--- src/rtl/core/rhc_pkg.sv ---
`timescale 1ns / 1ps
`default_nettype none
// ----------------------------------------------------------------------------
// RGB to HSV converter package
// Shared widths, hue constants, the word carried through the divider
// pipeline, and the long-division step functions.
// ----------------------------------------------------------------------------
package rhc_pkg;

    // Field widths.
    localparam int CH_W  = 8;
    localparam int HUE_W = 15;

    // Quotient bits of the two divisions; one divider stage per hue bit.
    localparam int HUE_Q_W   = 12;
    localparam int SAT_Q_W   = 8;
    localparam int HUE_ACC_W = CH_W + HUE_Q_W;
    localparam int SAT_ACC_W = CH_W + SAT_Q_W;

    // Hue constants in 1/64 degree units.
    localparam logic [HUE_W-1:0] HUE_SIXTH = 15'd3840;
    localparam logic [HUE_W-1:0] HUE_GREEN = 15'd7680;
    localparam logic [HUE_W-1:0] HUE_BLUE  = 15'd15360;
    localparam logic [HUE_W-1:0] HUE_FULL  = 15'd23040;

    // Saturation full scale.
    localparam logic [CH_W-1:0] SAT_SCALE = 8'd255;

    // Word that travels down the divider pipeline.
    typedef struct packed {
        logic [HUE_ACC_W-1:0] hue_acc;   // remainder and quotient of the hue division
        logic [SAT_ACC_W-1:0] sat_acc;   // remainder and quotient of the saturation division
        logic [CH_W-1:0]      delta;     // hue divisor
        logic [CH_W-1:0]      bright;    // saturation divisor and value output
        logic [HUE_W-1:0]     hue_base;  // sector offset of the hue
        logic                 neg;       // hue difference is negative
        logic                 grey;      // max equals min
    } t_div_stage;

    // One restoring long-division step on the hue accumulator.
    function automatic logic [HUE_ACC_W-1:0] hue_step(
        input logic [HUE_ACC_W-1:0] acc,
        input logic [CH_W-1:0]      den
    );
        logic [CH_W:0] cand;
        logic [CH_W:0] diff;
        logic          qbit;
        cand = acc[HUE_ACC_W-1 -: CH_W+1];
        qbit = (cand >= {1'b0, den});
        diff = qbit ? (cand - {1'b0, den}) : cand;
        return {diff[CH_W-1:0], acc[HUE_Q_W-2:0], qbit};
    endfunction

    // One restoring long-division step on the saturation accumulator.
    function automatic logic [SAT_ACC_W-1:0] sat_step(
        input logic [SAT_ACC_W-1:0] acc,
        input logic [CH_W-1:0]      den
    );
        logic [CH_W:0] cand;
        logic [CH_W:0] diff;
        logic          qbit;
        cand = acc[SAT_ACC_W-1 -: CH_W+1];
        qbit = (cand >= {1'b0, den});
        diff = qbit ? (cand - {1'b0, den}) : cand;
        return {diff[CH_W-1:0], acc[SAT_Q_W-2:0], qbit};
    endfunction

endpackage
`default_nettype wire

--- src/rtl/core/rhc_front.sv ---
`timescale 1ns / 1ps
`default_nettype none
// ----------------------------------------------------------------------------
// RGB to HSV front stage
// Finds max, min and the hue sector of a pixel and forms the two dividends.
// ----------------------------------------------------------------------------
module rhc_front
    import rhc_pkg::*;
(
    input  wire logic            i_clk,
    input  wire logic            i_rst_n,
    input  wire logic            i_valid,
    output logic                 o_stall,
    input  wire logic [CH_W-1:0] i_red,
    input  wire logic [CH_W-1:0] i_green,
    input  wire logic [CH_W-1:0] i_blue,
    output logic                 o_valid,
    output t_div_stage           o_data,
    input  wire logic            i_stall
);

    logic       r_valid;
    t_div_stage r_data;
    t_div_stage n_data;
    logic       w_en;

    logic            w_red_max;
    logic            w_green_max;
    logic [CH_W-1:0] w_max;
    logic [CH_W-1:0] w_min;
    logic [CH_W-1:0] w_a;
    logic [CH_W-1:0] w_b;
    logic [CH_W-1:0] w_delta;
    logic [CH_W-1:0] w_mag;
    logic            w_neg;

    // Max, min and sector; red wins ties, then green.
    always_comb begin
        w_red_max   = (i_red >= i_green) && (i_red >= i_blue);
        w_green_max = !w_red_max && (i_green >= i_blue);
        if (w_red_max) begin
            w_max = i_red;
            w_a   = i_green;
            w_b   = i_blue;
        end else if (w_green_max) begin
            w_max = i_green;
            w_a   = i_blue;
            w_b   = i_red;
        end else begin
            w_max = i_blue;
            w_a   = i_red;
            w_b   = i_green;
        end
        w_min = i_red;
        if (i_green < w_min) w_min = i_green;
        if (i_blue < w_min) w_min = i_blue;
        w_delta = w_max - w_min;
        w_neg   = (w_a < w_b);
        w_mag   = w_neg ? (w_b - w_a) : (w_a - w_b);
    end

    // Dividends and sector offset for the divider pipeline.
    always_comb begin
        n_data.hue_acc = HUE_ACC_W'(w_mag) * HUE_ACC_W'(HUE_SIXTH);
        n_data.sat_acc = SAT_ACC_W'(w_delta) * SAT_ACC_W'(SAT_SCALE);
        n_data.delta   = w_delta;
        n_data.bright  = w_max;
        n_data.neg     = w_neg;
        n_data.grey    = (w_delta == '0);
        if (w_red_max) begin
            n_data.hue_base = w_neg ? HUE_FULL : '0;
        end else if (w_green_max) begin
            n_data.hue_base = HUE_GREEN;
        end else begin
            n_data.hue_base = HUE_BLUE;
        end
    end

    // The stage loads when it is empty or its word moves on.
    assign w_en    = !r_valid || !i_stall;
    assign o_stall = r_valid && i_stall;

    always_ff @(posedge i_clk) begin
        if (!i_rst_n) begin
            r_valid <= 1'b0;
        end else if (w_en) begin
            r_valid <= i_valid;
        end
    end

    always_ff @(posedge i_clk) begin
        if (w_en && i_valid) begin
            r_data <= n_data;
        end
    end

    assign o_valid = r_valid;
    assign o_data  = r_data;

endmodule
`default_nettype wire

--- src/rtl/core/rhc_div_pipe.sv ---
`timescale 1ns / 1ps
`default_nettype none
// ----------------------------------------------------------------------------
// RGB to HSV divider pipeline
// Restoring division, one quotient bit per register stage, for the hue and
// saturation quotients in lockstep. Bubbles collapse under a stall.
// ----------------------------------------------------------------------------
module rhc_div_pipe
    import rhc_pkg::*;
(
    input  wire logic       i_clk,
    input  wire logic       i_rst_n,
    input  wire logic       i_valid,
    output logic            o_stall,
    input  wire t_div_stage i_data,
    output logic            o_valid,
    output t_div_stage      o_data,
    input  wire logic       i_stall
);

    t_div_stage             r_stage [HUE_Q_W];
    t_div_stage             n_stage [HUE_Q_W];
    logic [HUE_Q_W-1:0]     r_vld;
    logic [HUE_Q_W:0]       w_stall;

    // Stall chain: a full stage holds when the one after it holds.
    assign w_stall[HUE_Q_W] = i_stall;

    for (genvar k = 0; k < HUE_Q_W; k++) begin : g_stage
        logic       w_in_vld;
        t_div_stage w_in;

        if (k == 0) begin : g_first
            assign w_in_vld = i_valid;
            assign w_in     = i_data;
        end else begin : g_next
            assign w_in_vld = r_vld[k-1];
            assign w_in     = r_stage[k-1];
        end

        assign w_stall[k] = r_vld[k] && w_stall[k+1];

        // One quotient bit; saturation needs only the first few stages.
        always_comb begin
            n_stage[k]         = w_in;
            n_stage[k].hue_acc = hue_step(w_in.hue_acc, w_in.delta);
            if (k < SAT_Q_W) begin
                n_stage[k].sat_acc = sat_step(w_in.sat_acc, w_in.bright);
            end
        end

        always_ff @(posedge i_clk) begin
            if (!i_rst_n) begin
                r_vld[k] <= 1'b0;
            end else if (!w_stall[k]) begin
                r_vld[k] <= w_in_vld;
            end
        end

        always_ff @(posedge i_clk) begin
            if (!w_stall[k] && w_in_vld) begin
                r_stage[k] <= n_stage[k];
            end
        end
    end

    assign o_stall = w_stall[0];
    assign o_valid = r_vld[HUE_Q_W-1];
    assign o_data  = r_stage[HUE_Q_W-1];

endmodule
`default_nettype wire

--- src/rtl/core/rgb_to_hsv_converter.sv ---
`timescale 1ns / 1ps
`default_nettype none
// ----------------------------------------------------------------------------
// RGB to HSV converter
// Converts 8-bit RGB pixels to hue (1/64 degree), saturation and value.
// ----------------------------------------------------------------------------
// The converter takes one pixel word per clock while o_stall is low and returns
// one HSV word per pixel, in order. A pixel passes through the front stage that
// finds max, min and the sector, then the divider pipeline that produces one
// bit of the hue quotient per stage (the saturation quotient rides along in the
// same stages), then the output register that adds the sector offset. A stall
// on the output holds only the stages that are full, so empty slots keep
// filling while a result waits. Grey pixels report hue and saturation of zero.
// ----------------------------------------------------------------------------
module rgb_to_hsv_converter
    import rhc_pkg::*;
(
    input  wire logic             i_clk,
    input  wire logic             i_rst_n,
    input  wire logic             i_valid,
    output logic                  o_stall,
    input  wire logic [CH_W-1:0]  i_red,
    input  wire logic [CH_W-1:0]  i_green,
    input  wire logic [CH_W-1:0]  i_blue,
    output logic                  o_valid,
    input  wire logic             i_stall,
    output logic [HUE_W-1:0]      o_hue,
    output logic [CH_W-1:0]       o_saturation,
    output logic [CH_W-1:0]       o_brightness
);

    logic       w_front_vld;
    logic       w_front_stall;
    t_div_stage w_front_data;
    logic       w_div_vld;
    logic       w_div_stall;
    t_div_stage w_div_data;

    logic                 r_out_valid;
    logic [HUE_W-1:0]     r_hue;
    logic [CH_W-1:0]      r_sat;
    logic [CH_W-1:0]      r_bright;
    logic [HUE_W-1:0]     n_hue;
    logic [CH_W-1:0]      n_sat;
    logic                 w_out_en;
    logic [HUE_Q_W-1:0]   w_q;
    logic [CH_W-1:0]      w_rem;
    logic [HUE_W-1:0]     w_mag;

    rhc_front u_front (
        .i_clk   (i_clk),
        .i_rst_n (i_rst_n),
        .i_valid (i_valid),
        .o_stall (o_stall),
        .i_red   (i_red),
        .i_green (i_green),
        .i_blue  (i_blue),
        .o_valid (w_front_vld),
        .o_data  (w_front_data),
        .i_stall (w_front_stall)
    );

    rhc_div_pipe u_div (
        .i_clk   (i_clk),
        .i_rst_n (i_rst_n),
        .i_valid (w_front_vld),
        .o_stall (w_front_stall),
        .i_data  (w_front_data),
        .o_valid (w_div_vld),
        .o_data  (w_div_data),
        .i_stall (w_div_stall)
    );

    // Hue: floor of a negative quotient rounds the magnitude up.
    always_comb begin
        w_q   = w_div_data.hue_acc[HUE_Q_W-1:0];
        w_rem = w_div_data.hue_acc[HUE_ACC_W-1 -: CH_W];
        w_mag = HUE_W'(w_q) + HUE_W'(w_div_data.neg && (w_rem != '0));
        if (w_div_data.grey) begin
            n_hue = '0;
            n_sat = '0;
        end else begin
            n_hue = w_div_data.neg ? (w_div_data.hue_base - w_mag)
                                   : (w_div_data.hue_base + w_mag);
            n_sat = w_div_data.sat_acc[SAT_Q_W-1:0];
        end
    end

    // Output register.
    assign w_out_en    = !r_out_valid || !i_stall;
    assign w_div_stall = r_out_valid && i_stall;

    always_ff @(posedge i_clk) begin
        if (!i_rst_n) begin
            r_out_valid <= 1'b0;
        end else if (w_out_en) begin
            r_out_valid <= w_div_vld;
        end
    end

    always_ff @(posedge i_clk) begin
        if (w_out_en && w_div_vld) begin
            r_hue    <= n_hue;
            r_sat    <= n_sat;
            r_bright <= w_div_data.bright;
        end
    end

    assign o_valid      = r_out_valid;
    assign o_hue        = r_hue;
    assign o_saturation = r_sat;
    assign o_brightness = r_bright;

endmodule
`default_nettype wire

--- config.mk ---
export PLATFORM = sky130hd
export DESIGN_NAME = rgb_to_hsv_converter
export DESIGN_NICKNAME = d
export VERILOG_FILES = /design/src/rtl/core/rhc_pkg.sv /design/src/rtl/core/rhc_front.sv /design/src/rtl/core/rhc_div_pipe.sv /design/src/rtl/core/rgb_to_hsv_converter.sv
export SDC_FILE = /design/constraint.sdc
export NUM_CORES = 1
export LEC_CHECK = 0
export BUFFER_PORTS_ARGS = -buffer_cell sky130_fd_sc_hd__buf_2
export CELL_PAD_IN_SITES_DETAIL_PLACEMENT = 2
export CELL_PAD_IN_SITES_GLOBAL_PLACEMENT = 2
export CORE_ASPECT_RATIO = 1.2
export CORE_MARGIN = 2
export CORE_UTILIZATION = 49
export CTS_BUF_LIST = sky130_fd_sc_hd__clkbuf_8
export DETAILED_ROUTE_END_ITERATION = 8
export PLACE_DENSITY = 0.92
export RECOVER_POWER = 100
export SLEW_MARGIN = 20
export SYNTH_ARGS = -nofsm -noshare
export SYNTH_HDL_FRONTEND = slang
export SYNTH_HIERARCHICAL = 1
export SYNTH_SLANG_ARGS = --single-unit
--- constraint.sdc ---
create_clock -name i_clk -period 13.9 [get_ports i_clk]
set_clock_uncertainty 0.05 [all_clocks]
set_input_delay 2.78 -clock i_clk [delete_from_list [all_inputs] [get_ports i_clk]]
set_output_delay 2.78 -clock i_clk [all_outputs]
set_load 0.01 [all_outputs]
==> results of run 1 <==
-- worst max path at each step --
| stage | end | slack [ns] | cells after the start | start |
|---|---|---|---|---|
| detailed placement | u_front/o_data[48] | 1.19 | 35 | i_red[2] |
| global placement | u_front/o_data[48] | 1.87 | 35 | i_red[2] |
| floorplan | u_front/o_data[48] | 2.80 | 33 | i_red[2] |
| finish | u_front/o_data[48] | 0.73 | 35 | i_red[2] |
| global route | u_front/o_data[48] | 0.55 | 35 | i_red[2] |
| CTS | u_front/o_data[48] | 1.58 | 35 | i_red[2] |
-- through the flow --
stage	hold slack (ns)	total power, uW	util, %	area (um^2)
after global routing	0.374	14800	54.3	46100
after CTS	0.362	13800	54.5	46300
after global placement	0.351	9570	51.5	43700
after detailed placement	0.356	10800	51.5	43700
after floorplan	0.350	8550	-	42100
final	0.352	14300	54.3	46100
-- layout make-up --
cell class | instances | area (um^2)
repair buffers | 81 | 345
inverters | 323 | 1210
well taps | 1130 | 1410
clock inverters | 100 | 571
flip-flops and latches | 875 | 26100
clock buffers | 148 | 2040
diodes | 34 | 85.1
multi-input cells | 1736 | 14300
fillers | 7643 | 38800
-- flip-flops by register name, indices dropped and copies added (netlist names) --
register and count:
o_brightness 8, o_hue 15, o_saturation 8, o_valid 1, u_div/g_stage.w_in_vld 11, u_div/o_valid 1
u_div/r_stage 780, u_front/o_data 50, u_front/o_valid 1
-- worst reg2reg max path, cell delays in order (launching register included) --
cell,delay [ns]
edfxtp_1,0.40
nor4_1,1.98
a21boi_0,0.46
ha_1,0.52
a21boi_0,1.68
o31ai_1,0.76
o21a_4,0.35
a31oi_1,0.17
xor2_1,0.48
ha_1,0.40
nand3_1,0.21
a211o_1,0.39
a311oi_1,0.77
xnor2_1,0.22
nor2_1,0.32
-- power groups by stage --
stage,registers [uW],logic [uW],clock network (uW)
2_1_floorplan,3550,5000,0
3_3_place_gp,3580,5990,0
3_5_place_dp,3620,7150,0
4_1_cts,3570,7900,2300
5_1_grt,3600,8690,2480
6_report,3610,8310,2400
-- layer usage --
metal	GRT usage, %	vias up
met2	71.0	2865
li1	-	11400
met4	37.4	40
met5	0	-
met1	39.9	15688
met3	13.0	1297
-- layout by cell type, fill, tap and decap left out, drive strengths merged, types with 29 or more instances in the layout --
cell / n
a21oi: 127
a21o: 39
fa: 58
clkinv: 37
nor3: 43
inv: 373
clkbuf: 200
nor2b: 80
mux2i: 89
o31a: 42
o21a: 71
nor2: 172
nand3: 55
diode: 34
xor2: 34
mux2: 102
ha: 290
xnor2: 83
o21ai: 106
nand2: 65
edfxtp: 861
buf: 29
==> run metrics, run 1 <==
hold buffer count at cts=0; Setup crit end kind=flop; CTS tree=built; Die Span Y=between 300 and 400 um; nets=3,534; critical path type=input pin to flop; routed wl met3=21.4 mm; vias in the first global route=32,934; outcome=finished, violations left; final WL=203 mm; reg-to-reg critical path startpoint=u_div/r_stage[2][273]; FP Rows=117; Total Neg Setup Slack=0 ns; combinational power share=58.0%; Tot GR Track Use=41.6%; clk_lat worst skew=0.89 ns; Seq pwr share=25.2%; Post CTS Setup Buffer Count=0; Die Area=0.0882 mm^2; starting density of the core=between 40% and 50%; Slew headroom=-230%; clock sinks=about 880; Crit-path slowest cell=o21ai_0; yosys warns=6; failing checks=capacitance limit, slew limit; CP startpoint kind=input pin; capturing point of the worst reg2reg path=o_hue[11]; Slew Viols, Final=932; max_cap viols=26; routed wl met2=96.6 mm; sw frac=46.5%; R2R Setup Slk=4.52 ns; DP HPWL=roughly 110 mm; Internal Power=7670 uW; Hold Startpoint=u_div/r_stage[1][258]; Arr. time, crit path=13.69 ns; Placer Congestion=0.896; DR WL/cell=about 46 um; CTS H-tree lvls=4; # IOs=slightly above 60; worst-margin pin slew=4.95 ns; dpl ws=1.19 ns; Worst Slack Setup Final=approximately 0.73 ns; endpoints failing setup=0; mean area per synthesized cell=14.1 um^2; clk buf depth=3; total CTS buffers=around 140; Tcrit/Tclk final=94.8%; CTS root buffer=clkbuf_8; aggregate global routing overflow=0; Hold Path Cell Cnt=0; top layer used by detailed routing=met5; clock transition at the registers of the reported paths=0.08 ns; fraction of layout cells with a size suffix above 1=8.92%; Crit path top cell by count=ha_1; First-pass DRT Iterations=6; die width=about 270 um; switching pwr=~6700 uW; Core Area=0.0849 mm^2; Bufs and invs on worst path=5; Syn Inst Count=~3,000; Peak VDD IR=0.000666 V; routed via count=31,290; leak pwr=0.0175 uW; R2R depth=14; DRT antenna net count=0; Worst Hold Path EP=u_div/r_stage[2][52]; Post-Place Cells=4,141; power share of the clock group=16.8%; CTS resizes=0; Power Density=a little over 300 mW/mm^2; DRT iter0 DRCs=4,347; drt drc=0; Final Hold Violating Endpoints=0; initial antenna violation count=57; synthesis-to-layout area growth=9.71%; IO buf count=60; DRT met1 WL=61.8 mm; Worst Path Required=14.41 ns; Max stage delay on crit path=1.07 ns; first-pass GRT wire length=~260 mm; Min-Delay Path Class=flop to flop; f_max=approximately 76 MHz; RSZ-0062 raised after global routing=false; mapped cell area=0.0420 mm^2; CP Max Fanout=10; crit-path leading delay family=compound AO/OA/AOI/OAI gates; vias per cell=7.07; clock period minus worst slack=13.17 ns; Finished Layout Cells=between 4,000 and 5,000; largest net degree at the start of global routing=70
Note: power is estimated with default switching activity, not from simulation.
==> run 2: changes to the inputs <==
Settings changed: CELL_PAD_IN_SITES_DETAIL_PLACEMENT 2 to 0, CELL_PAD_IN_SITES_GLOBAL_PLACEMENT 2 to 1, CORE_UTILIZATION 49 to 52, PLACE_DENSITY 0.92 to 0.87.
==> run metrics, run 2 (synthesized netlist as in run 1, its figures left out) <==
clock period minus worst slack=11.98 ns; clk_lat worst skew=0.77 ns; first-pass GRT wire length=118 mm; drt drc=0; Max stage delay on crit path=0.85 ns; clk buf depth=3; Final Hold Violating Endpoints=0; CTS H-tree lvls=4; most common cell after layout, fill and taps aside=edfxtp_1; Peak VDD IR=between 0.0007 and 0.0008 V; CP startpoint kind=input pin; Tcrit/Tclk final=86.2%; DR WL/cell=roughly 17 um; Post-Layout Inst Area=0.0457 mm^2; Slew headroom=-149%; hold slack final=0.350 ns; clock sinks=just under 900; failing checks=capacitance limit, slew limit; CTS resizes=0; final WL=71.9 mm; Crit-path slowest cell=o21ai_0; starting density of the core=52.3%; IO buf count=60; crit-path leading delay family=compound AO/OA/AOI/OAI gates; leak pwr=around 0.017 uW; die width=264 um; max reg flops=just under 800; Worst Setup SP=i_red[2]; max_cap viols=15; First-pass DRT Iterations=5; initial antenna violation count=2; Post CTS Setup Buffer Count=0; largest net degree at the start of global routing=70; nets=between 3,000 and 4,000; CTS root buffer=clkbuf_8; largest register by flop count=u_div/r_stage; fraction of layout cells with a size suffix above 1=9.61%; critical path type=input pin to flop; routed via count=23,083; Crit path top cell by count=a21o_1; RSZ-0062 raised after global routing=false; Setup crit end kind=flop; CTS tree=built; Core Area=0.0803 mm^2; Die Area=0.0831 mm^2; Arr. time, crit path=12.44 ns; synthesis-to-layout area growth=8.70%; Tot GR Track Use=17.6%; clock transition at the registers of the reported paths=0.06 ns; total CTS buffers=130; Total Neg Setup Slack=0 ns; FP Rows=114; vias per cell=5.39; hold buffer count at cts=0; f_max=83.5 MHz; endpoints failing setup=0; outcome=finished, violations left; Die Span Y=around 320 um; Slew Viols, Final=approximately 900; DRT iter0 DRCs=approximately 1,100; Power Density=252 mW/mm^2; Total Power=11,500 uW; vias in the first global route=24,656; Min-Delay Path Class=flop to flop; Placer Congestion=0.888; aggregate global routing overflow=0; DRT antenna net count=0; final core occ=56.9%; DP HPWL=approximately 52 mm; worst-margin pin slew=3.74 ns; Worst Path Required=14.37 ns; Bufs and invs on worst path=4; # IOs=61; most frequent cells in the layout=edfxtp_1 (861), inv_1 (369), ha_1 (290), nor2_1 (170), clkbuf_8 (132); placed inst area=about 0.044 mm^2; CP Max Fanout=10; reg-to-reg critical path startpoint=o_valid; Hold Startpoint=u_div/r_stage[2][173]
run 2: cell types whose count changed in the layout (fill, tap and decap cells not counted), sizes merged:
| cell | previous run | this run |
|---|---|---|
| inv | 373 | 374 |
| clkinvlp | 9 | 6 |
| clkbuf | 200 | 183 |
| clkinv | 37 | 31 |
| diode | 34 | 1 |
| bufinv | 4 | 3 |
| buf | 29 | 27 |
run 2: report_power, final:
group	switching (uW)	internal [uW]
Sequential	66.3	3470
Clock	932	947
Combinational	3250	2830
Total	4250	7240
run 2: metal layers:
metal	track usage, %	vias to the layer above	routed length [um]
met2	34.7	429	40100
met4	8.81	0	3060
met1	17.4	11139	26500
li1	-	11325	-
met3	3.34	190	2190
met5	0	-	0
run 2: path summary, 6_finish.rpt:
| kind | cells after the start | end | slack, ns |
|---|---|---|---|
| worst max-delay path | 33 | u_front/o_data[48] | 1.92 |
| worst min-delay path | 0 | u_div/r_stage[2][242] | 0.35 |
| worst max register to register | 8 | u_div/r_stage[0][32] | 8.37 |
| worst min register to register | 0 | u_div/r_stage[2][242] | 0.35 |
run 2: cell type report:
cell class	instances	area (um^2)
flip-flops and latches	875	26100
multi-input cells	1736	14400
clock buffers	132	1820
inverters	323	1210
repair buffers	78	329
clock inverters	91	533
diodes	1	2.50
fillers	6204	34600
well taps	1044	1310
run 2: per-stage QoR:
step / setup slack, ns / cells
after floorplan: 2.80 / 2991
after global placement: 1.83 / 4056
after detailed placement: 1.64 / 4056
after CTS: 2.46 / 4279
after global routing: 1.37 / 4280
final: 1.92 / 4280
